--- src/rtl/core/lzwd_pkg.sv ---
// Shared types and constants for the LZSS window decompressor.
package lzwd_pkg;

  // History ring geometry
  localparam int HIST_DEPTH = 4096;
  localparam int HIST_AW    = $clog2(HIST_DEPTH);

  // Command queue geometry
  localparam int CMD_FIFO_DEPTH = 4;
  localparam int CMD_FIFO_AW    = $clog2(CMD_FIFO_DEPTH);

  // Copy length: count low nibble plus this bias
  localparam logic [4:0] COPY_LEN_BIAS = 5'd2;

  // Count byte masks
  localparam logic [7:0] CNT_HI_MASK = 8'hF0;
  localparam logic [7:0] CNT_LO_MASK = 8'h0F;

  // Parser phase; the unused code is handled as awaiting a tag
  typedef enum logic [1:0] {
    PH_TAG    = 2'd0,
    PH_DATA   = 2'd1,
    PH_OFFSET = 2'd2
  } phase_t;

  // Command kinds passed from parser to executor
  typedef enum logic [1:0] {
    CMD_LIT  = 2'd0,
    CMD_EOS  = 2'd1,
    CMD_COPY = 2'd2
  } cmd_kind_t;

  typedef struct packed {
    cmd_kind_t          kind;
    logic [7:0]         lit;       // literal byte
    logic [HIST_AW-1:0] distance;  // copy distance
    logic [3:0]         len;       // copy length minus bias
  } cmd_t;

  // Executor state
  typedef enum logic {
    BK_IDLE = 1'b0,
    BK_COPY = 1'b1
  } bk_state_t;

endpackage

--- src/rtl/core/lzwd_cmd_fifo.sv ---
// Short command queue between the parser and the executor.
module lzwd_cmd_fifo (
  input  logic           clk,
  input  logic           rst_n,
  input  logic           push,
  input  lzwd_pkg::cmd_t push_cmd,
  output logic           full,
  input  logic           pop,
  output lzwd_pkg::cmd_t head_cmd,
  output logic           empty
);

  localparam int AW = lzwd_pkg::CMD_FIFO_AW;

  lzwd_pkg::cmd_t entry_r [lzwd_pkg::CMD_FIFO_DEPTH];
  logic [AW-1:0]  wr_ptr_r, wr_ptr_nxt;
  logic [AW-1:0]  rd_ptr_r, rd_ptr_nxt;
  logic [AW:0]    count_r, count_nxt;
  logic           do_push, do_pop;

  assign full     = (count_r == (AW+1)'(lzwd_pkg::CMD_FIFO_DEPTH));
  assign empty    = (count_r == '0);
  assign do_push  = push && !full;
  assign do_pop   = pop && !empty;
  assign head_cmd = entry_r[rd_ptr_r];

  // Advance pointers and occupancy
  always_comb begin
    wr_ptr_nxt = do_push ? wr_ptr_r + AW'(1) : wr_ptr_r;
    rd_ptr_nxt = do_pop  ? rd_ptr_r + AW'(1) : rd_ptr_r;
    count_nxt  = count_r;
    if (do_push && !do_pop) begin
      count_nxt = count_r + (AW+1)'(1);
    end else if (do_pop && !do_push) begin
      count_nxt = count_r - (AW+1)'(1);
    end
  end

  always_ff @(posedge clk) begin
    if (!rst_n) begin
      wr_ptr_r <= '0;
      rd_ptr_r <= '0;
      count_r  <= '0;
    end else begin
      wr_ptr_r <= wr_ptr_nxt;
      rd_ptr_r <= rd_ptr_nxt;
      count_r  <= count_nxt;
    end
  end

  // Store entries
  always_ff @(posedge clk) begin
    if (do_push) begin
      entry_r[wr_ptr_r] <= push_cmd;
    end
  end

endmodule

--- config.mk ---
export PLATFORM = sky130hd
export DESIGN_NAME = lzwd_cmd_fifo
export DESIGN_NICKNAME = d
export VERILOG_FILES = /design/src/rtl/core/lzwd_pkg.sv /design/src/rtl/core/lzwd_cmd_fifo.sv
export SDC_FILE = /design/constraint.sdc
export NUM_CORES = 1
export LEC_CHECK = 0
export BUFFER_PORTS_ARGS = -buffer_cell sky130_fd_sc_hd__buf_2
export CORE_UTILIZATION = 51
export DETAILED_ROUTE_END_ITERATION = 8
export PLACE_DENSITY = 0.75
export SETUP_SLACK_MARGIN = 0.2
export SKIP_CTS_REPAIR_TIMING = 1
export SLEW_MARGIN = 20
export SYNTH_ARGS = -nofsm -noshare
export SYNTH_HDL_FRONTEND = slang
export SYNTH_SLANG_ARGS = --single-unit
--- constraint.sdc ---
create_clock -name clk -period 2 [get_ports clk]
set_input_delay 0.4 -clock clk [delete_from_list [all_inputs] [get_ports clk]]
set_output_delay 0.4 -clock clk [all_outputs]
set_load 0.1 [all_outputs]
# --- Word-level counts from Yosys, hierarchy flattened ---
# Memories as Yosys holds them, arrays and structs flattened. A register that Yosys moved wholly into a read port is not among the register bits.
# Index checks and enable logic that the tools add are counted.
word_totals:
  regBits: 7
  latch_bits: 0
  mem_bits_rw: 104
  romBits: 0
  in_bits: 30
  wordCells: 25
  n_memories: 1
memory_table:
  columns: ["memory", "depth", "word_bits", "rd", "rd_ports_with_merged_regs", "write_ports", "line_no", "source"]
  rows:
  - ["entry_r", 4, 26, 1, 1, 1, "lzwd_cmd_fifo.sv:15", "lzwd_pkg::cmd_t entry_r [lzwd_pkg::CMD_FIFO_DEPTH];"]
classes:
  n_addsub: 4
  multipliers: 0
  div_mod_pow: 0
  magnitude_cmp: 0
  eq_ne: 1
  shift: 0
  n_mux: 6
  bitwise_logic: 0
  n_reduce_logical: 10
ops:
  columns: ["op", "n"]
  rows:
  - ["3-bit 2-to-1 mux", 2]
  - ["2-bit by 1-bit adder with 2-bit output, second input constant", 2]
  - ["1-bit logical AND", 4]
  - ["1-bit zero test", 4]
  - ["2-bit 2-to-1 mux", 2]
  - ["3-bit by 1-bit adder with 3-bit output, second input constant", 1]
  - ["3-bit equality test, second input constant", 1]
  - ["3-bit zero test", 1]
  - ["3-bit by 1-bit subtractor with 3-bit output, second input constant", 1]
  - ["1-bit 2-to-1 mux", 2]
  - ["2-bit nonzero test", 1]

# --- Depth between registers and ports, before layout ---
logic_depth:
  word_depth: 7
  mapped_depth: 9
  depth_no_buf: 8

# --- Worst setup path after synthesis ---
# No wires, ideal clock.
synth_path:
  path_kind: "reg2reg"
  from: "reg count_r[2]"
  to: "reg count_r[2]"
  arrival_ps: 2847
  required_ps: 1930
  slack_ps: -917
  stages_incl_launch_ff: 10
  path_buffers: 1
  cell_sequence: "dfxtp_1 > nor3b_2 > nor2b_1 > buf_2 > ha_1 > inv_1 > fa_1 > xor2_1 > or3_1 > a21boi_1"
synth_via:
  elab_chain_len: 6
  word_cells_on_any_way: 15
  cone_classes: "2 x add/sub; 1 x eq/ne; 2 x mux; 10 x reduce/logical"
synth_lines:
  columns: ["element", "line_no", "source"]
  rows:
  - ["from (decl)", "lzwd_cmd_fifo.sv:18", "logic [AW:0] count_r, count_nxt;"]
  - ["from (signal assigned)", "lzwd_cmd_fifo.sv:47", "count_r <= count_nxt;"]
  - ["3-bit equality test *", "lzwd_cmd_fifo.sv:21", "assign full = (count_r == (AW+1)'(lzwd_pkg::CMD_FIFO_DEPTH));"]
  - ["net full", "lzwd_cmd_fifo.sv:7", "output logic full,"]
  - ["1-bit zero test *", "lzwd_cmd_fifo.sv:23", "assign do_push = push && !full;"]
  - ["1-bit logical AND *", "lzwd_cmd_fifo.sv:23", null]
  - ["net do_push", "lzwd_cmd_fifo.sv:19", "logic do_push, do_pop;"]
  - ["1-bit zero test", "lzwd_cmd_fifo.sv:34", "end else if (do_pop && !do_push) begin"]
  - ["1-bit logical AND", "lzwd_cmd_fifo.sv:34", null]
  - ["2-bit nonzero test (no line)", null, null]
# The timed path passes the listed nets; every way through them passes the cells marked *. The select of a mux whose other input is x is not followed.
# A chain may end at the register's enable or synchronous reset.

==> impl_results.md <==
* Status: finished, violations left
* Failing checks: negative setup slack
* Dpl hpwl at between 4000 and 5000 µm
* Vias in the first global route at between 2000 and 2500
* CTS Root Cell: clkbuf_8
* Sw Ratio at 0.374
* IO Port Bufs at between 50 and 60
* Post-synth ARST share at 0
* Routed vias/inst at 5.49
* Total gr overflow at 0
* Fill count at roughly 430
* Leakage at around 2.1 nW
* Clk sinks at around 110
* Max Cap Viol at 0
* I/O pin count at 58
* Slew @ Worst Pin at 333 ps
* Worst-path clk slew at around 50 ps
* Final Setup Violations at 26
* Hold Path Cell Cnt at 1
* Setup WS post-layout at -254 ps
* Initial Util at 0.540
* Pre-antenna DRT Iters at 4
* Top FF cell, synth: edfxtp_1
* Critical Path Max Stage Delay at 570 ps
* DRT iter0 DRCs at roughly 160
* Mapped Nets at between 200 and 250
* Worst IR drop on VDD at between 1 and 1.5 mV
* Post-Syn Area at around 4300 µm²
* Final ANT Viol Nets at 0
* Rel. slew slack at 0.774
* Most numerous cell in the Yosys netlist: edfxtp_1
* Hold Path Sink: entry_r[2][13]
* Area of the core at just under 8000 µm²
* Routed wire per std cell at around 21 µm
* Tcrit/Tclk final at 1.13
* Pin count of the biggest net entering global routing at 27
* CP Capture Type: output pin
* DR vias at roughly 2100
* Worst Skew at roughly 6.4 ps
* Clk buf depth at 2
* Synthesized area per cell at between 20 and 25 µm²
* Inserted Diodes at 0
* Reg-to-Reg End: count_r[2]
* Critical path buffer and inverter count at 2
* Place WS at 14.4 ps
* Mapped Cells at around 180
* Final instance area at around 5900 µm²
* Total Wirelength at 8250 µm
* Internal Power at approximately 6.7 mW
* Post-placement cell count at roughly 350
* Post-synth EDFFs at approximately 100
* WL met3 at approximately 380 µm
* CTS Buf Count at 17
* M1 WL at between 3000 and 4000 µm
* Reg2Reg Depth at 8
* Fmax at roughly 440 MHz
* Hold Crit Class: input pin to flip-flop
* Synth top cells by count: 104 x edfxtp_1, 26 x mux4_2, 9 x dfxtp_1
* Clock power frac at 0.278
* R2R setup slack at 40 ps
* Highest metal used: met4
* YS warnings at 0
* Share of layout cells above drive strength 1 at 0.500
* CP required at approximately 1600 ps
* Post-synth top area cell: edfxtp_1
* First-pass GRT wire length at 12400 µm
* Comb pwr share at 0.436
* WL met2 at 4460 µm
* Placed instance area at between 5000 and 6000 µm²
* WP data arrival at 1850 ps
* RR Startpoint: count_r[2]
* Final net count at between 300 and 400
* RSZ-0062 raised after global routing: true
* Synth area leaders: edfxtp_1 73%, mux4_2 14%, dfxtp_1 4.2%
* Routability congestion estimate from global placement at about 0.69
* Hold_sp: push_cmd[13]
* Later-pin clock latency in the skew report at approximately 510 ps
* CP most frequent cell: buf_12
* DRC violations left at 0
* Critical Path Stages at 3
* Distinct cells, synth at 24
* Global Route Usage Sum at 0.209
* Rows at 32
* Sw power at approximately 4 mW
* Hold Violations, Final at 0
* Htree depth at 4
* Die width at around 93 µm
* Final core utilization at 0.744
* Post-synth top area share at 0.733
* Critical path peak fanout at 10
* Tmin final at roughly 2300 ps
* Area grow syn2layout at 37.9%
* Slowest CP cell: mux4_2
* Final slew viol count at 0
* Die height at a little over 90 µm
* FF+latch count, synth at ~110
* Cell family with most CP delay: multiplexers
* Initial antenna violation count at 0
* Final Instance Count excl. Fillers at roughly 380
* Critical setup path kind: flip-flop to output pin
* Startpoint Class: flip-flop
* Die Area at 8720 µm²
* Critical Path, Cell by Cell: buf_12 > mux4_2 > buf_12
* Power per Cell Area at 1820 nW/µm²
* CTS tree: done
* Post-synthesis sequential area ratio at 0.776
* Sequential share of power at 0.286
==> cell type report <==
cell class                      instances  area, µm²  area share
Multi-Input combinational cell         60        918       0.156
Tap cell                              102        128      0.0217
Inverter                                3       11.3     0.00192
Timing Repair Buffer                   74        908       0.155
Sequential cell                       113       3320       0.565
Clock inverter                         14        170      0.0290
Clock buffer                           18        418      0.0712
==> routing by layer <==
layer	vias up	global-route usage
met1	1098	0.250
met4	0	0.0885
met3	11	0.0748
li1	933	-
met2	68	0.345
met5	-	0
==> state kept, by name, summed over array words and instances, names as in the netlist, named ones only <==
register  cells
rd_ptr_r      2
entry_r     104
count_r       3
wr_ptr_r      2
==> cells in the final DEF (no fill, tap or decap), types with 2 or more instances in the layout <==
master and instances:
buf_12 32, nand2_1 4, clkbuf_16 17, and2_1 4, and2_2 3, buf_4 10
clkinv_2 3, clkinv_1 5, buf_2 29, inv_1 2, dfxtp_4 4, dfxtp_1 5
xnor2_1 3, bufinv_16 4, ha_1 4, buf_6 2, mux4_2 26, mux2i_1 3
edfxtp_1 104
==> cell families after synthesis <==
family,share of synthesized area
buffers and inverters,0.0203
adders and majority gates,0.0194
and+or+nand+nor,0.0238
AOI/OAI and AO/OA,0.00793
muxes,0.145
xor gates and xnor gates,0.00823
DFF,0.776
==> power by group through the flow <==
stage                     clock, mW  combinational (mW)  sequential (mW)
after floorplan                   0                3.02             3.02
after global placement            0                4.42             3.06
after detailed placement          0                4.46             3.08
after CTS                      3.00                4.51             3.04
after global routing           3.10                4.81             3.08
final                          2.97                4.66             3.05
==> worst max-delay path by stage <==
stage	start	end	slack, ps
after CTS	flip-flop	head_cmd[7]	-380
after floorplan	count_r[0]	count_r[2]	-450
after global routing	flip-flop	head_cmd[13]	-300
final	flip-flop	head_cmd[13]	-250
after detailed placement	count_r[0]	count_r[2]	10
after global placement	count_r[0]	count_r[2]	90
==> metrics by stage <==
step | hold slack, ps | total power [mW] | TNS, ps
floorplan | 468 | 6.04 | -18370
global placement | 483 | 7.48 | 0
detailed placement | 534 | 7.54 | 0
CTS | 86.2 | 10.6 | -8660
global route | 85.3 | 11.0 | -7140
finish | 112 | 10.7 | -5610
Note: power is estimated with default switching activity, not from simulation.
