===== src/rtl/core/lzwd_pkg.sv =====
// Shared types and constants for the LZSS window decompressor.
package lzwd_pkg;

  // History ring geometry
  localparam int HIST_DEPTH = 4096;
  localparam int HIST_AW    = $clog2(HIST_DEPTH);

  // Command queue geometry
  localparam int CMD_FIFO_DEPTH = 4;
  localparam int CMD_FIFO_AW    = $clog2(CMD_FIFO_DEPTH);

  // Copy length: count low nibble plus this bias
  localparam logic [4:0] COPY_LEN_BIAS = 5'd2;

  // Count byte masks
  localparam logic [7:0] CNT_HI_MASK = 8'hF0;
  localparam logic [7:0] CNT_LO_MASK = 8'h0F;

  // Parser phase; the unused code is handled as awaiting a tag
  typedef enum logic [1:0] {
    PH_TAG    = 2'd0,
    PH_DATA   = 2'd1,
    PH_OFFSET = 2'd2
  } phase_t;

  // Command kinds passed from parser to executor
  typedef enum logic [1:0] {
    CMD_LIT  = 2'd0,
    CMD_EOS  = 2'd1,
    CMD_COPY = 2'd2
  } cmd_kind_t;

  typedef struct packed {
    cmd_kind_t          kind;
    logic [7:0]         lit;       // literal byte
    logic [HIST_AW-1:0] distance;  // copy distance
    logic [3:0]         len;       // copy length minus bias
  } cmd_t;

  // Executor state
  typedef enum logic {
    BK_IDLE = 1'b0,
    BK_COPY = 1'b1
  } bk_state_t;

endpackage


===== src/rtl/core/lzwd_front.sv =====
// Stream parser: splits compressed bytes into literal, end and copy commands.
module lzwd_front (
  input  logic             clk,
  input  logic             rst_n,
  input  logic             in_valid,
  output logic             in_stall,
  input  logic [7:0]       in_byte,
  input  logic             fifo_full,
  output logic             push,
  output lzwd_pkg::cmd_t   push_cmd
);

  lzwd_pkg::phase_t phase_r, phase_nxt;
  logic [7:0]       flag_shift_r, flag_shift_nxt;
  logic [3:0]       flags_left_r, flags_left_nxt;
  logic [7:0]       held_count_r, held_count_nxt;
  logic             accept;
  logic [3:0]       flags_dec;
  logic             flag_bit;

  // Stall whenever the command queue cannot take another entry
  assign in_stall  = fifo_full;
  assign accept    = in_valid && !in_stall;
  assign flags_dec = (flags_left_r == 4'd0) ? 4'd0 : flags_left_r - 4'd1;
  assign flag_bit  = flag_shift_r[7];

  // Next phase
  always_comb begin
    phase_nxt = phase_r;
    if (accept) begin
      case (phase_r)
        lzwd_pkg::PH_DATA: begin
          if (!flag_bit) begin
            phase_nxt = (flags_dec == 4'd0) ? lzwd_pkg::PH_TAG : lzwd_pkg::PH_DATA;
          end else if (in_byte == 8'd0) begin
            phase_nxt = lzwd_pkg::PH_TAG;
          end else begin
            phase_nxt = lzwd_pkg::PH_OFFSET;
          end
        end
        lzwd_pkg::PH_OFFSET: begin
          phase_nxt = (flags_left_r == 4'd0) ? lzwd_pkg::PH_TAG : lzwd_pkg::PH_DATA;
        end
        default: begin
          phase_nxt = lzwd_pkg::PH_DATA;
        end
      endcase
    end
  end

  // Flag bookkeeping and command build
  always_comb begin
    flag_shift_nxt    = flag_shift_r;
    flags_left_nxt    = flags_left_r;
    held_count_nxt    = held_count_r;
    push              = 1'b0;
    push_cmd.kind     = lzwd_pkg::CMD_LIT;
    push_cmd.lit      = in_byte;
    push_cmd.distance = {held_count_r[7:4], in_byte};
    push_cmd.len      = held_count_r[3:0];
    if (accept) begin
      case (phase_r)
        lzwd_pkg::PH_DATA: begin
          flag_shift_nxt = {flag_shift_r[6:0], 1'b0};
          flags_left_nxt = flags_dec;
          if (!flag_bit) begin
            push          = 1'b1;
            push_cmd.kind = lzwd_pkg::CMD_LIT;
          end else if (in_byte == 8'd0) begin
            // End marker: drop the unused flags
            flag_shift_nxt = 8'd0;
            flags_left_nxt = 4'd0;
            push           = 1'b1;
            push_cmd.kind  = lzwd_pkg::CMD_EOS;
          end else begin
            held_count_nxt = in_byte;
          end
        end
        lzwd_pkg::PH_OFFSET: begin
          push          = 1'b1;
          push_cmd.kind = lzwd_pkg::CMD_COPY;
        end
        default: begin
          flag_shift_nxt = in_byte;
          flags_left_nxt = 4'd8;
        end
      endcase
    end
  end

  always_ff @(posedge clk) begin
    if (!rst_n) begin
      phase_r      <= lzwd_pkg::PH_TAG;
      flag_shift_r <= 8'd0;
      flags_left_r <= 4'd0;
      held_count_r <= 8'd0;
    end else begin
      phase_r      <= phase_nxt;
      flag_shift_r <= flag_shift_nxt;
      flags_left_r <= flags_left_nxt;
      held_count_r <= held_count_nxt;
    end
  end

endmodule


===== config.mk =====
export PLATFORM = sky130hd
export DESIGN_NAME = lzwd_front
export DESIGN_NICKNAME = d
export VERILOG_FILES = /design/src/rtl/core/lzwd_pkg.sv /design/src/rtl/core/lzwd_front.sv
export SDC_FILE = /design/constraint.sdc
export NUM_CORES = 1
export LEC_CHECK = 0
export ABC_AREA = 1
export CORE_UTILIZATION = 55
export DETAILED_ROUTE_END_ITERATION = 8
export DONT_BUFFER_PORTS = 1
export HOLD_SLACK_MARGIN = 0.02
export PLACE_DENSITY = 0.71
export SLEW_MARGIN = 0
export SYNTH_ARGS = -nofsm -noshare
export SYNTH_HDL_FRONTEND = slang
export SYNTH_SLANG_ARGS = --single-unit

===== constraint.sdc =====
create_clock -name clk -period 1.6 [get_ports clk]
set_clock_uncertainty 0.2 [all_clocks]
set_input_delay 0.16 -clock clk [delete_from_list [all_inputs] [get_ports clk]]
set_output_delay 0.16 -clock clk [all_outputs]
set_load 0.02 [all_outputs]

# Word level (Yosys, flattened, before mapping)

Cells that the tools add are included.

$add $sub $neg: 1
Bitwise gates (word level): 2
Multiplexer cells: 20
Reduce and logical (&&, ||, !) cells: 7
Eq/ne operators: 2

Operators by type and width:

| cell                                              | count |
|---|---|
| 2-to-1 mux 8 bit                                  | 2 |
| case mux 8 bit (2 select lines)                   | 1 |
| 2-to-1 mux 4 bit                                  | 3 |
| logical NOT 4 bit                                 | 2 |
| logical NOT 8 bit                                 | 1 |
| case mux 2 bit (2 select lines)                   | 2 |
| case mux 4 bit (2 select lines)                   | 1 |
| 2-to-1 mux 1 bit                                  | 7 |
| 2-to-1 mux 2 bit                                  | 3 |
| AND reduction 4 bit                               | 1 |
| subtractor 4 x 1 -> 4 bit (second input constant) | 1 |
| == test 2 x 1 -> 1 bit (second input constant)    | 1 |
| == test 2 bit (second input constant)             | 1 |
| NOT 1 bit                                         | 2 |
| case mux 1 bit (2 select lines)                   | 1 |
| AND reduction 2 bit                               | 1 |
| logical AND 1 bit                                 | 1 |
| logical NOT 1 bit                                 | 1 |

Logic and storage cells: 36
Bits of input ports: 12
Bits in registers: 22

# Longest topological paths before layout

Gate-level depths: netlist (run 1).

Depth after elaboration: 6
Mapped depth: 9

# Worst setup path before layout (run 1)

Ideal clock, no wire load.

Kind: register to output
Start point: reg phase_r[1]
End point: out push_cmd[24] in the netlist's numbering
Path buffers: 2
Data arrival time: 1.436 ns
Setup slack: -0.196 ns
Cell stages (with the launch flop): 7
Cells stage by stage: dfxtp_1 > inv_1 > ha_1 > buf_4 > inv_1 > buf_4 > nor3_1

RTL lines:

| item                     | RTL line         | RTL |
|---|---|---|
| start: declaration       | lzwd_front.sv:13 | `lzwd_pkg::phase_t phase_r, phase_nxt;` |
| start signal: assignment | lzwd_front.sv:93 | `phase_r <= lzwd_pkg::PH_TAG;` |
| start signal: assignment | lzwd_front.sv:98 | `phase_r <= phase_nxt;` |
| end: declaration         | lzwd_front.sv:10 | `output lzwd_pkg::cmd_t push_cmd` |

# Worst setup path after layout (run 1)

Start point: reg phase_r[1]
End point: out push

Cells in the longest elaborated chain, start to end: 3
Elaborated cells on any way between the ends: 4
Those cells by class: eq/ne: 2; mux: 2

Ends and longest elaborated chain:

| item                                                           | RTL line         | RTL |
|---|---|---|
| == test 2 bit / == test 2 x 1 -> 1 bit (equally long branches) | lzwd_front.sv:62 | `case (phase_r)` |
| case mux 1 bit (2 select lines) *                              | lzwd_front.sv:62 |  |
| 2-to-1 mux 1 bit *                                             | lzwd_front.sv:61 | `if (accept) begin` |
| end: declaration                                               | lzwd_front.sv:9  | `output logic push,` |

Every way passes the cells marked *; elsewhere a longest branch is shown, timed or not.

==> flow_summary.json, run 1 <==
{
  "outcome": "finished, violations left",
  "violations": "setup timing",
  "cts_buffer_depth": 2,
  "most-common-layout-cells": "nand2_1, a21oi_1, dfxtp_1",
  "ys_ff_latch": 22,
  "synth.distinct_cells": 24,
  "grt_pass1_vias": 1067,
  "setup_violations": 2,
  "finalHoldViolCount": 0,
  "min_path_cells": 2,
  "final_layout_size_suffix_gt1_frac": 0.251,
  "p_sw_frac": 0.271,
  "drc_errors": 0,
  "filler_cell_count": 185,
  "slew_viol_final": 0,
  "grt_usage": 0.232,
  "cts.sinks": 22,
  "critPathMaxFanout": 4,
  "synthFlopType": "dfxtp_1",
  "required_ns": 1.24,
  "synthMuxAreaShare": 0,
  "synth_top_family_by_area": "simple AND/OR/NAND/NOR gates",
  "avgSynthCellArea_um2": 7.59,
  "vias_per_cell": 5.64,
  "max_freq_mhz": 615,
  "max_cap_viol_count": 0,
  "path_class": "reg2out",
  "p_switching_mw": 0.288,
  "slowest_stage": "dfxtp_4",
  "timing.critical_path.cells": "ha_4, inv_2, nand2_2, a21oi_4",
  "std_cell_rows": 17,
  "syn_nets": 196,
  "fin_util": 0.666,
  "hpwl_um": 1980,
  "cts-root-buf": "clkbuf_4",
  "route.vias.total": 1167,
  "multiInputGateArea_um2": 736,
  "clk_latency_ns": 0.32,
  "gr-total-overflow": 0,
  "numCtsBuffers": 3,
  "ant_nets": 0,
  "p_leak_nw": 0.591,
  "die_h_um": 51.7,
  "synth_top_area_frac": 0.324,
  "cp-start-kind": "flip-flop",
  "relSlewSlack": 0.674,
  "coreArea_um2": 2280,
  "clkPwrFrac": 0.292,
  "hold_class": "in2reg",
  "dpl.cell_count": 189,
  "tightest_slew_ns": 0.488,
  "stdcell_count": 207,
  "antenna_found_initial": 0,
  "h-tree-depth": 1,
  "synthCells": 179,
  "whs_ns": 0.0395,
  "diodes": 0,
  "yosysSeqAreaShare": 0.324,
  "drt_iter0_drc": 30,
  "worst_slack_ns": -0.0269,
  "synth_simple_gate_area_frac": 0.278,
  "rr_worst_depth": 6,
  "wl_per_cell_um": 14.0,
  "die-area_um2": 2670,
  "synth_edf_count": 0,
  "hp-start": "rst_n",
  "worstSetupStartpoint": "phase_r[1]$_SDFFE_PN0P_",
  "synth_compound_area_frac": 0.162,
  "power.density_nw_per_um2": 701,
  "dr.pass1.iters": 4,
  "wirelength_um": 2890,
  "critPathCaptureType": "primary output",
  "grt_start_max_net_pins": 14,
  "cts_tree": "yes",
  "path_clk_slew_ns": 0.13,
  "layout.area.seq_um2": 449,
  "p_int_mw": 0.775,
  "area_growth_pct": 11.5,
  "synth_area_leader_cell": "dfxtp_1",
  "final.period_utilization": 1.02,
  "setup_tns_ns": -0.0477,
  "synth_xor_area_frac": 0.00645,
  "synth_area_um2": 1360,
  "rr_startpoint": "phase_r[0]$_SDFFE_PN0P_",
  "grt_pass1_wl_um": 4600,
  "yosysWarnings": 0,
  "cpPeakStageDelay_ns": 0.40,
  "start_util": 0.597,
  "synth-async-reset-ratio": 0,
  "synthAdderAreaFrac": 0.0460,
  "place_congestion": 0.791,
  "netlist_top_cells_area": "dfxtp_1, buf_4, a21oi_1",
  "cp.arrival_ns": 1.27,
  "io_buffers": 0,
  "comb_power_share": 0.164,
  "fin_crit_ns": 1.63,
  "rsz0062_at_grt": "yes",
  "die_x_um": 51.7,
  "ioPinCount": 40,
  "seqPwrFrac": 0.543,
  "finalNetCount": 197,
  "ir_drop_mv": 0.472
}
==> final timing paths <==
| check | end | slack (ns) |
|---|---|---|
| setup / recovery | push | -0.03 |
| hold / removal | flags_left_r[2]$_SDFFE_PN0P_ | 0.04 |
| setup reg to reg | flag_shift_r[3]$_SDFFE_PN0P_ | 0.07 |
| hold reg to reg | flag_shift_r[7]$_SDFFE_PN0P_ | 0.29 |
==> metal layers <==
layer	vias up	routed length, µm	global-route usage
met5	-	0	0
met4	0	17	0.0676
met3	3	156	0.0760
met2	33	1510	0.420
met1	548	1210	0.255
li1	583	-	-
==> critical path, delay by kind of cell, from the launching register on <==
| family | cells | cell delay (ns) |
|---|---|---|
| buffers and inverters | 1 | 0.05 |
| and+or+nand+nor | 1 | 0.07 |
| adders and majority gates | 1 | 0.24 |
| AOI/OAI and AO/OA | 1 | 0.19 |
| DFF | 1 | 0.40 |
==> kinds of logic after synthesis <==
logic type               after synthesis
XOR/XNOR                               1
buffers and inverters                 41
flip-flops                            22
adder cells (fa/ha/maj)                5
AO/OA/AOI/OAI                         41
AND/OR/NAND/NOR                       69
==> metrics by stage <==
| stage | power, mW | cell area, µm² | setup WS (ns) |
|---|---|---|---|
| 6_report | 1.06 | 1520 | -0.0269 |
| 5_1_grt | 1.12 | 1520 | -0.0926 |
| 4_1_cts | 1.06 | 1490 | -0.0382 |
| 3_5_place_dp | 0.713 | 1270 | 0.0112 |
| 3_3_place_gp | 0.708 | 1270 | 0.0665 |
| 2_1_floorplan | 0.751 | 1370 | 0.0373 |
==> synth_stat cells (2+ instances only) <==
master   number
nand2_1      29
a21oi_1      27
dfxtp_1      22
buf_4        20
inv_1        15
nand3_1      12
o21ai_0      10
nand4_1       9
nor2_1        7
ha_1          5
a21oi_2       4
nor2_2        3
buf_2         2
buf_6         2
nand4_2       2
nor2_4        2
==> cell type report <==
type / count / area share
Clock buffer: 4 / 0.0239
Inverter: 16 / 0.0462
Sequential cell: 22 / 0.296
Timing Repair Buffer: 21 / 0.125
Tap cell: 28 / 0.0231
Multi-Input combinational cell: 116 / 0.486
==> sequential cells by signal, indices dropped and copies added, names as in the netlist <==
register	count
flags_left_r	4
phase_r	2
held_count_r	8
flag_shift_r	8
==> repair_timing <==
action,in CTS,in global routing
setup endpoints to repair,10,8
hold buffers,11,0
gates resized for setup,17,7
endpoints found under the hold margin,19,0
pin swaps,3,3
buffers inserted,3,0
==> power groups by stage <==
| stage | combinational [mW] | sequential, mW | clock [mW] |
|---|---|---|---|
| after detailed placement | 0.124 | 0.589 | 0 |
| final | 0.175 | 0.577 | 0.311 |
| after global placement | 0.120 | 0.589 | 0 |
| after CTS | 0.166 | 0.577 | 0.321 |
| after floorplan | 0.163 | 0.588 | 0 |
| after global routing | 0.190 | 0.579 | 0.347 |
Power figures use the tool's default switching activity.
==> inputs of run 2 (changes only) <==
--- a/config.mk
+++ b/config.mk
@@ -5,12 +5,11 @@
 export SDC_FILE = /design/constraint.sdc
 export NUM_CORES = 1
 export LEC_CHECK = 0
-export ABC_AREA = 1
 export CORE_UTILIZATION = 55
 export DETAILED_ROUTE_END_ITERATION = 8
 export DONT_BUFFER_PORTS = 1
 export HOLD_SLACK_MARGIN = 0.02
-export PLACE_DENSITY = 0.71
+export PLACE_DENSITY = 0.68
 export SLEW_MARGIN = 0
 export SYNTH_ARGS = -nofsm -noshare
 export SYNTH_HDL_FRONTEND = slang
==> constraint.sdc (replaced) <==
create_clock -name clk -period 1.5 [get_ports clk]
set_clock_uncertainty 0.2 [all_clocks]
set_input_delay 0.15 -clock clk [delete_from_list [all_inputs] [get_ports clk]]
set_output_delay 0.15 -clock clk [all_outputs]
set_load 0.02 [all_outputs]
==> run 2 against run 1 <==
Compared with the run above: the run still ends with setup timing left; core utilization grew 17 points; count of clock-buffer cells in the layout is 1 lower; wire length rose by 31%; worst setup slack got worse by 0.24 ns; cell count is 7.2% lower; sequential power up 8.0%; critical path depth stayed put; via count increased by 4.9%; register-to-register slack worse by 0.19 ns; worst hold slack gained 0.060 ns; sequential share of layout area shrank 3.2 points; die area down 8.6%; highest routed layer unchanged.
==> flow_summary.json, run 2 <==
{
  "outcome": "finished, violations left",
  "violations": "setup timing",
  "clkPwrFrac": 0.241,
  "vias_per_cell": 6.38,
  "diodes": 0,
  "cp-start-kind": "flip-flop",
  "synth-async-reset-ratio": 0,
  "place_area_um2": 1290,
  "ys_top_cells_by_count": "dfxtp_1, o21ai_0, buf_4, nand2_1, nand3_1",
  "final.period_utilization": 1.18,
  "drc_errors": 0,
  "cts.sinks": 22,
  "power.density_nw_per_um2": 658,
  "ant_nets": 0,
  "rr_startpoint": "phase_r[1]$_SDFFE_PN0P_",
  "fin_util": 0.832,
  "finalHoldViolCount": 0,
  "io_buffers": 0,
  "layout_commonest_cell": "dfxtp_1",
  "synth_edf_count": 0,
  "rsz0062_at_grt": "yes",
  "die_h_um": 49.4,
  "yosysSeqAreaShare": 0.356,
  "dr.pass1.iters": 6,
  "required_ns": 1.15,
  "tightest_slew_ns": 1.05,
  "synth_area_um2": 1240,
  "synth.distinct_cells": 31,
  "route.vias.total": 1224,
  "wl_per_cell_um": 19.7,
  "slew_viol_final": 0,
  "r2r_setup_slack_ns": -0.12,
  "comb_power_share": 0.201,
  "hpwl_um": 1840,
  "p_int_mw": 0.804,
  "avgSynthCellArea_um2": 8.25,
  "rr_worst_depth": 8,
  "relSlewSlack": 0.297,
  "area_growth_pct": 37.3,
  "max_cap_viol_count": 0,
  "syn_nets": 167,
  "start_util": 0.606,
  "dpl.cell_count": 171,
  "setup_violations": 18,
  "fin_crit_ns": 1.77,
  "grt_usage": 0.290,
  "ys_ff_latch": 22,
  "critPathMaxFanout": 3,
  "p_switching_mw": 0.313,
  "path_clk_slew_ns": 0.12,
  "place_congestion": 0.787,
  "r2r_end": "held_count_r[2]$_SDFFE_PN0P_",
  "die_x_um": 49.4,
  "reg.largest.list": "flag_shift_r: 8 flops, held_count_r: 8 flops, flags_left_r: 4 flops",
  "synthFlopType": "dfxtp_1",
  "std_cell_rows": 16,
  "cts_buffer_depth": 2,
  "grt_start_max_net_pins": 29,
  "coreArea_um2": 2040,
  "drt_iter0_drc": 42,
  "synth_most_common_cell": "dfxtp_1",
  "clk_latency_ns": 0.31,
  "cts-root-buf": "clkbuf_4",
  "fin_area_um2": 1700,
  "yosysWarnings": 0,
  "grt_pass1_vias": 1132,
  "worst_slack_ns": -0.270,
  "seqPwrFrac": 0.557,
  "most-common-layout-cells": "dfxtp_1, buf_4, nand2_1, dlygate4sd3_1, nor2_1",
  "h-tree-depth": 1,
  "critPathCaptureType": "primary output",
  "die-area_um2": 2440,
  "wirelength_um": 3790,
  "ir_drop_mv": 0.756,
  "max_freq_mhz": 565,
  "p_sw_frac": 0.280,
  "antenna_found_initial": 0,
  "min_to": "push_cmd[11]",
  "p_leak_nw": 0.639,
  "grt_pass1_wl_um": 5360,
  "hold_class": "in2out",
  "filler_cell_count": 115,
  "numCtsBuffers": 3,
  "finalNetCount": 184,
  "synthCells": 150,
  "final_layout_size_suffix_gt1_frac": 0.448,
  "cp.arrival_ns": 1.42,
  "cts_tree": "yes",
  "netlist_top_cells_area": "dfxtp_1, buf_4, o21ai_0",
  "stdcell_count": 192,
  "ioPinCount": 40,
  "min_path_cells": 0,
  "hp-start": "in_byte[7]",
  "gr-total-overflow": 0,
  "synth_area_leader_cell": "dfxtp_1",
  "worstSetupStartpoint": "phase_r[1]$_SDFFE_PN0P_",
  "path_class": "reg2out",
  "synth_top_area_frac": 0.356
}
==> run 2: cell count changes after synthesis, sizes merged, moves of 4 or more <==
| cell | change |
|---|---|
| a21oi | -30 |
| a31oi | +4 |
| nand4 | -11 |
| a221oi | +7 |
| inv | -10 |
| clkbuf | +4 |
| nand2 | -17 |
| o21ai | +10 |
| buf | -4 |
==> run 2: per-stage QoR <==
step / hold slack (ns) / TNS, ns / setup slack (ns) / power (mW)
6_report: 0.100 / -1.38 / -0.270 / 1.12
5_1_grt: 0.100 / -2.54 / -0.311 / 1.15
4_1_cts: 0.0951 / -1.55 / -0.178 / 1.08
3_5_place_dp: 0.0864 / -0.791 / -0.0856 / 0.756
3_3_place_gp: 0.0801 / -0.317 / -0.0463 / 0.753
2_1_floorplan: 0.0899 / -0.312 / -0.0393 / 0.794
==> run 2: how the worst max path moves through the flow <==
| stage | end | slack (ns) |
|---|---|---|
| 2_1_floorplan | held_count_r[1]$_SDFFE_PN0P_ | -0.04 |
| 3_3_place_gp | push | -0.05 |
| 3_5_place_dp | held_count_r[0]$_SDFFE_PN0P_ | -0.09 |
| 4_1_cts | push | -0.18 |
| 5_1_grt | push | -0.31 |
| 6_report | push | -0.27 |
==> run 2: kinds of logic (layout without fill, tap and decap cells) <==
group,count (synthesis),after routing,share of synthesized area
muxes,1,1,0.00809
and+or+nand+nor,51,51,0.205
xor gates and xnor gates,1,1,0.00708
DFF,22,22,0.356
adders and majority gates,5,5,0.0506
buffers and inverters,31,46,0.156
AOI/OAI and AO/OA,39,39,0.217
==> run 2: final cells by class <==
cell class / instances / area [µm²] / area share
inverters: 6 / 25.0 / 0.0147
well taps: 27 / 33.8 / 0.0199
repair buffers: 37 / 368 / 0.216
multi-input cells: 97 / 801 / 0.471
clock buffers: 3 / 22.5 / 0.0133
flip-flops and latches: 22 / 449 / 0.264
==> run 2: metal layers <==
layer	routed length (µm)	GRT usage	vias to the layer above
li1	-	-	554
met1	1440	0.340	552
met2	1780	0.502	92
met3	363	0.106	26
met4	206	0.0619	0
met5	0	0	-
==> run 2: what timing repair did <==
action	CTS	global route
setup endpoints to repair	17	25
endpoints found under the hold margin	22	0
pin swaps	8	3
hold buffers	14	0
gates cloned	1	0
gates resized for setup	25	41
buffers inserted	2	1
==> run 2: worst max-delay path, stage by stage, from the launching register on <==
cell,delay (ns)
dfxtp_2,0.35
buf_4,0.14
ha_4,0.22
nor3_2,0.21
buf_4,0.18
==> run 2: power groups by stage <==
stage | sequential, mW | combinational [mW] | clock [mW]
floorplan | 0.628 | 0.166 | 0
global placement | 0.631 | 0.122 | 0
detailed placement | 0.631 | 0.125 | 0
CTS | 0.619 | 0.186 | 0.276
global route | 0.625 | 0.238 | 0.290
finish | 0.623 | 0.225 | 0.269
==> inputs of run 3 (changes only) <==
--- a/config.mk
+++ b/config.mk
@@ -6,6 +6,7 @@
 export NUM_CORES = 1
 export LEC_CHECK = 0
 export CORE_UTILIZATION = 55
+export CTS_BUF_LIST = sky130_fd_sc_hd__clkbuf_16
 export DETAILED_ROUTE_END_ITERATION = 8
 export DONT_BUFFER_PORTS = 1
 export HOLD_SLACK_MARGIN = 0.02
==> run 3 against run 2 <==
Compared with the run above: the run ends with hold timing, setup timing left; worst hold slack worse by 0.26 ns; critical endpoint is now push_cmd[24]; count of clock-buffer cells in the layout is the same; final area rose by 1.3%; combinational power down 4%; highest routed layer unchanged; wire length grew 6.8%; clock power rose by 110%.
==> flow_summary.json, run 3 (synthesized netlist as in run 2, its figures left out) <==
{
  "outcome": "finished, violations left",
  "violations": "hold timing, setup timing",
  "grt_start_max_net_pins": 33,
  "min_to": "flag_shift_r[4]$_SDFFE_PN0P_",
  "p_leak_nw": 0.682,
  "comb_power_share": 0.155,
  "r2r_setup_slack_ns": -0.05,
  "wirelength_um": 4040,
  "max_cap_viol_count": 0,
  "die_h_um": 49.4,
  "drc_errors": 0,
  "worst_slack_ns": -0.120,
  "coreArea_um2": 2040,
  "max_freq_mhz": 617,
  "drt_iter0_drc": 56,
  "die-area_um2": 2440,
  "rsz0062_at_grt": "yes",
  "slew_viol_final": 0,
  "grt_usage": 0.285,
  "ir_drop_mv": 1.10,
  "ant_nets": 0,
  "timing.critical_path.cells": "inv_2, ha_4, inv_2, buf_4, nor3_2, buf_4",
  "hold_class": "in2reg",
  "grt_pass1_vias": 1130,
  "filler_cell_count": 113,
  "required_ns": 1.15,
  "final_layout_size_suffix_gt1_frac": 0.394,
  "clkPwrFrac": 0.398,
  "gr-total-overflow": 0,
  "critPathCaptureType": "primary output",
  "cts_hold_buf": 15,
  "io_buffers": 0,
  "p_int_mw": 1.06,
  "p_sw_frac": 0.238,
  "start_util": 0.606,
  "clk_latency_ns": 0.25,
  "vias_per_cell": 6.44,
  "cts.sinks": 22,
  "whs_ns": -0.164,
  "wl_per_cell_um": 21.1,
  "die_x_um": 49.4,
  "finalHoldViolCount": 21,
  "cp-start-kind": "flip-flop",
  "relSlewSlack": 0.824,
  "p_switching_mw": 0.332,
  "ioPinCount": 40,
  "reg.largest.list": "flag_shift_r: 8 flops, held_count_r: 8 flops, flags_left_r: 4 flops",
  "cp.arrival_ns": 1.27,
  "numCtsBuffers": 3,
  "tightest_slew_ns": 0.257,
  "place_congestion": 0.787,
  "cts_tree": "yes",
  "slowest_stage": "dfxtp_2",
  "cpPeakStageDelay_ns": 0.33,
  "finalNetCount": 184,
  "min_path_cells": 2,
  "r2r_end": "phase_r[0]$_SDFFE_PN0P_",
  "rr_worst_depth": 3,
  "power.density_nw_per_um2": 811,
  "hpwl_um": 1840,
  "h-tree-depth": 1,
  "critPathMaxFanout": 3,
  "area_growth_pct": 39.0,
  "rr_startpoint": "phase_r[0]$_SDFFE_PN0P_",
  "setup_tns_ns": -0.418,
  "route.vias.total": 1237,
  "diodes": 0,
  "path_clk_slew_ns": 0.06,
  "std_cell_rows": 16,
  "path_class": "reg2out",
  "seqPwrFrac": 0.447,
  "cts_buffer_depth": 2,
  "layout.area.seq_um2": 449,
  "multiInputGateArea_um2": 771,
  "hp-start": "rst_n",
  "setup_violations": 10,
  "cts-root-buf": "clkbuf_16",
  "final.period_utilization": 1.08,
  "grt_pass1_wl_um": 5330,
  "antenna_found_initial": 0,
  "most-common-layout-cells": "dfxtp_1, buf_4, nand2_1",
  "dr.pass1.iters": 5,
  "fin_crit_ns": 1.62
}
run 3: worst max path at each step:
stage | from | end | slack (ns) | cells after the start
floorplan | in_byte[7] | held_count_r[1]$_SDFFE_PN0P_ | -0.04 | 5
global placement | in_byte[6] | push | -0.05 | 5
detailed placement | in_byte[7] | held_count_r[0]$_SDFFE_PN0P_ | -0.09 | 5
CTS | phase_r[1]$_SDFFE_PN0P_ | push | -0.11 | 6
global route | phase_r[1]$_SDFFE_PN0P_ | push_cmd[24] | -0.17 | 6
finish | phase_r[1]$_SDFFE_PN0P_ | push_cmd[24] | -0.12 | 6
run 3: timing repair:
item,in CTS,in global routing
endpoints found under the setup margin,15,23
gates resized for setup,18,35
setup buffers,1,1
hold endpoints to repair,22,21
pin swaps,6,5
gates cloned,0,1
run 3: power by group through the flow:
stage	registers (mW)	clock network [mW]	logic [mW]
after global placement	0.631	0	0.122
after CTS	0.619	0.558	0.173
after detailed placement	0.631	0	0.125
after floorplan	0.628	0	0.166
final	0.623	0.556	0.216
after global routing	0.625	0.571	0.228
run 3: per-layer routing:
metal | vias to the layer above | wire length [µm] | GRT usage
met5 | - | 0 | 0
met4 | 0 | 137 | 0.0381
met3 | 19 | 343 | 0.0810
met2 | 78 | 1970 | 0.516
met1 | 589 | 1590 | 0.339
li1 | 551 | - | -
run 3: worst max-delay path: cells and delay by family (launching register included):
kind / cells / cell delay (ns)
buf+inv: 4 / 0.44
simple gates: 1 / 0.11
flops: 1 / 0.33
fa+ha+maj: 1 / 0.15
run 3: cell type report:
class,count,area share
Clock buffer,3,0.0436
Inverter,6,0.0131
Multi-Input combinational cell,97,0.448
Sequential cell,22,0.261
Tap cell,27,0.0196
Timing Repair Buffer,37,0.215
run 3: through the flow:
stage	cell area, µm²	utilization	cells	setup WS [ns]	total power, mW
after floorplan	1280	-	150	-0.0393	0.794
after global placement	1290	0.631	171	-0.0463	0.753
after detailed placement	1290	0.631	171	-0.0856	0.756
after CTS	1560	0.762	190	-0.112	1.35
after global routing	1720	0.843	192	-0.170	1.43
final	1720	0.843	192	-0.120	1.40
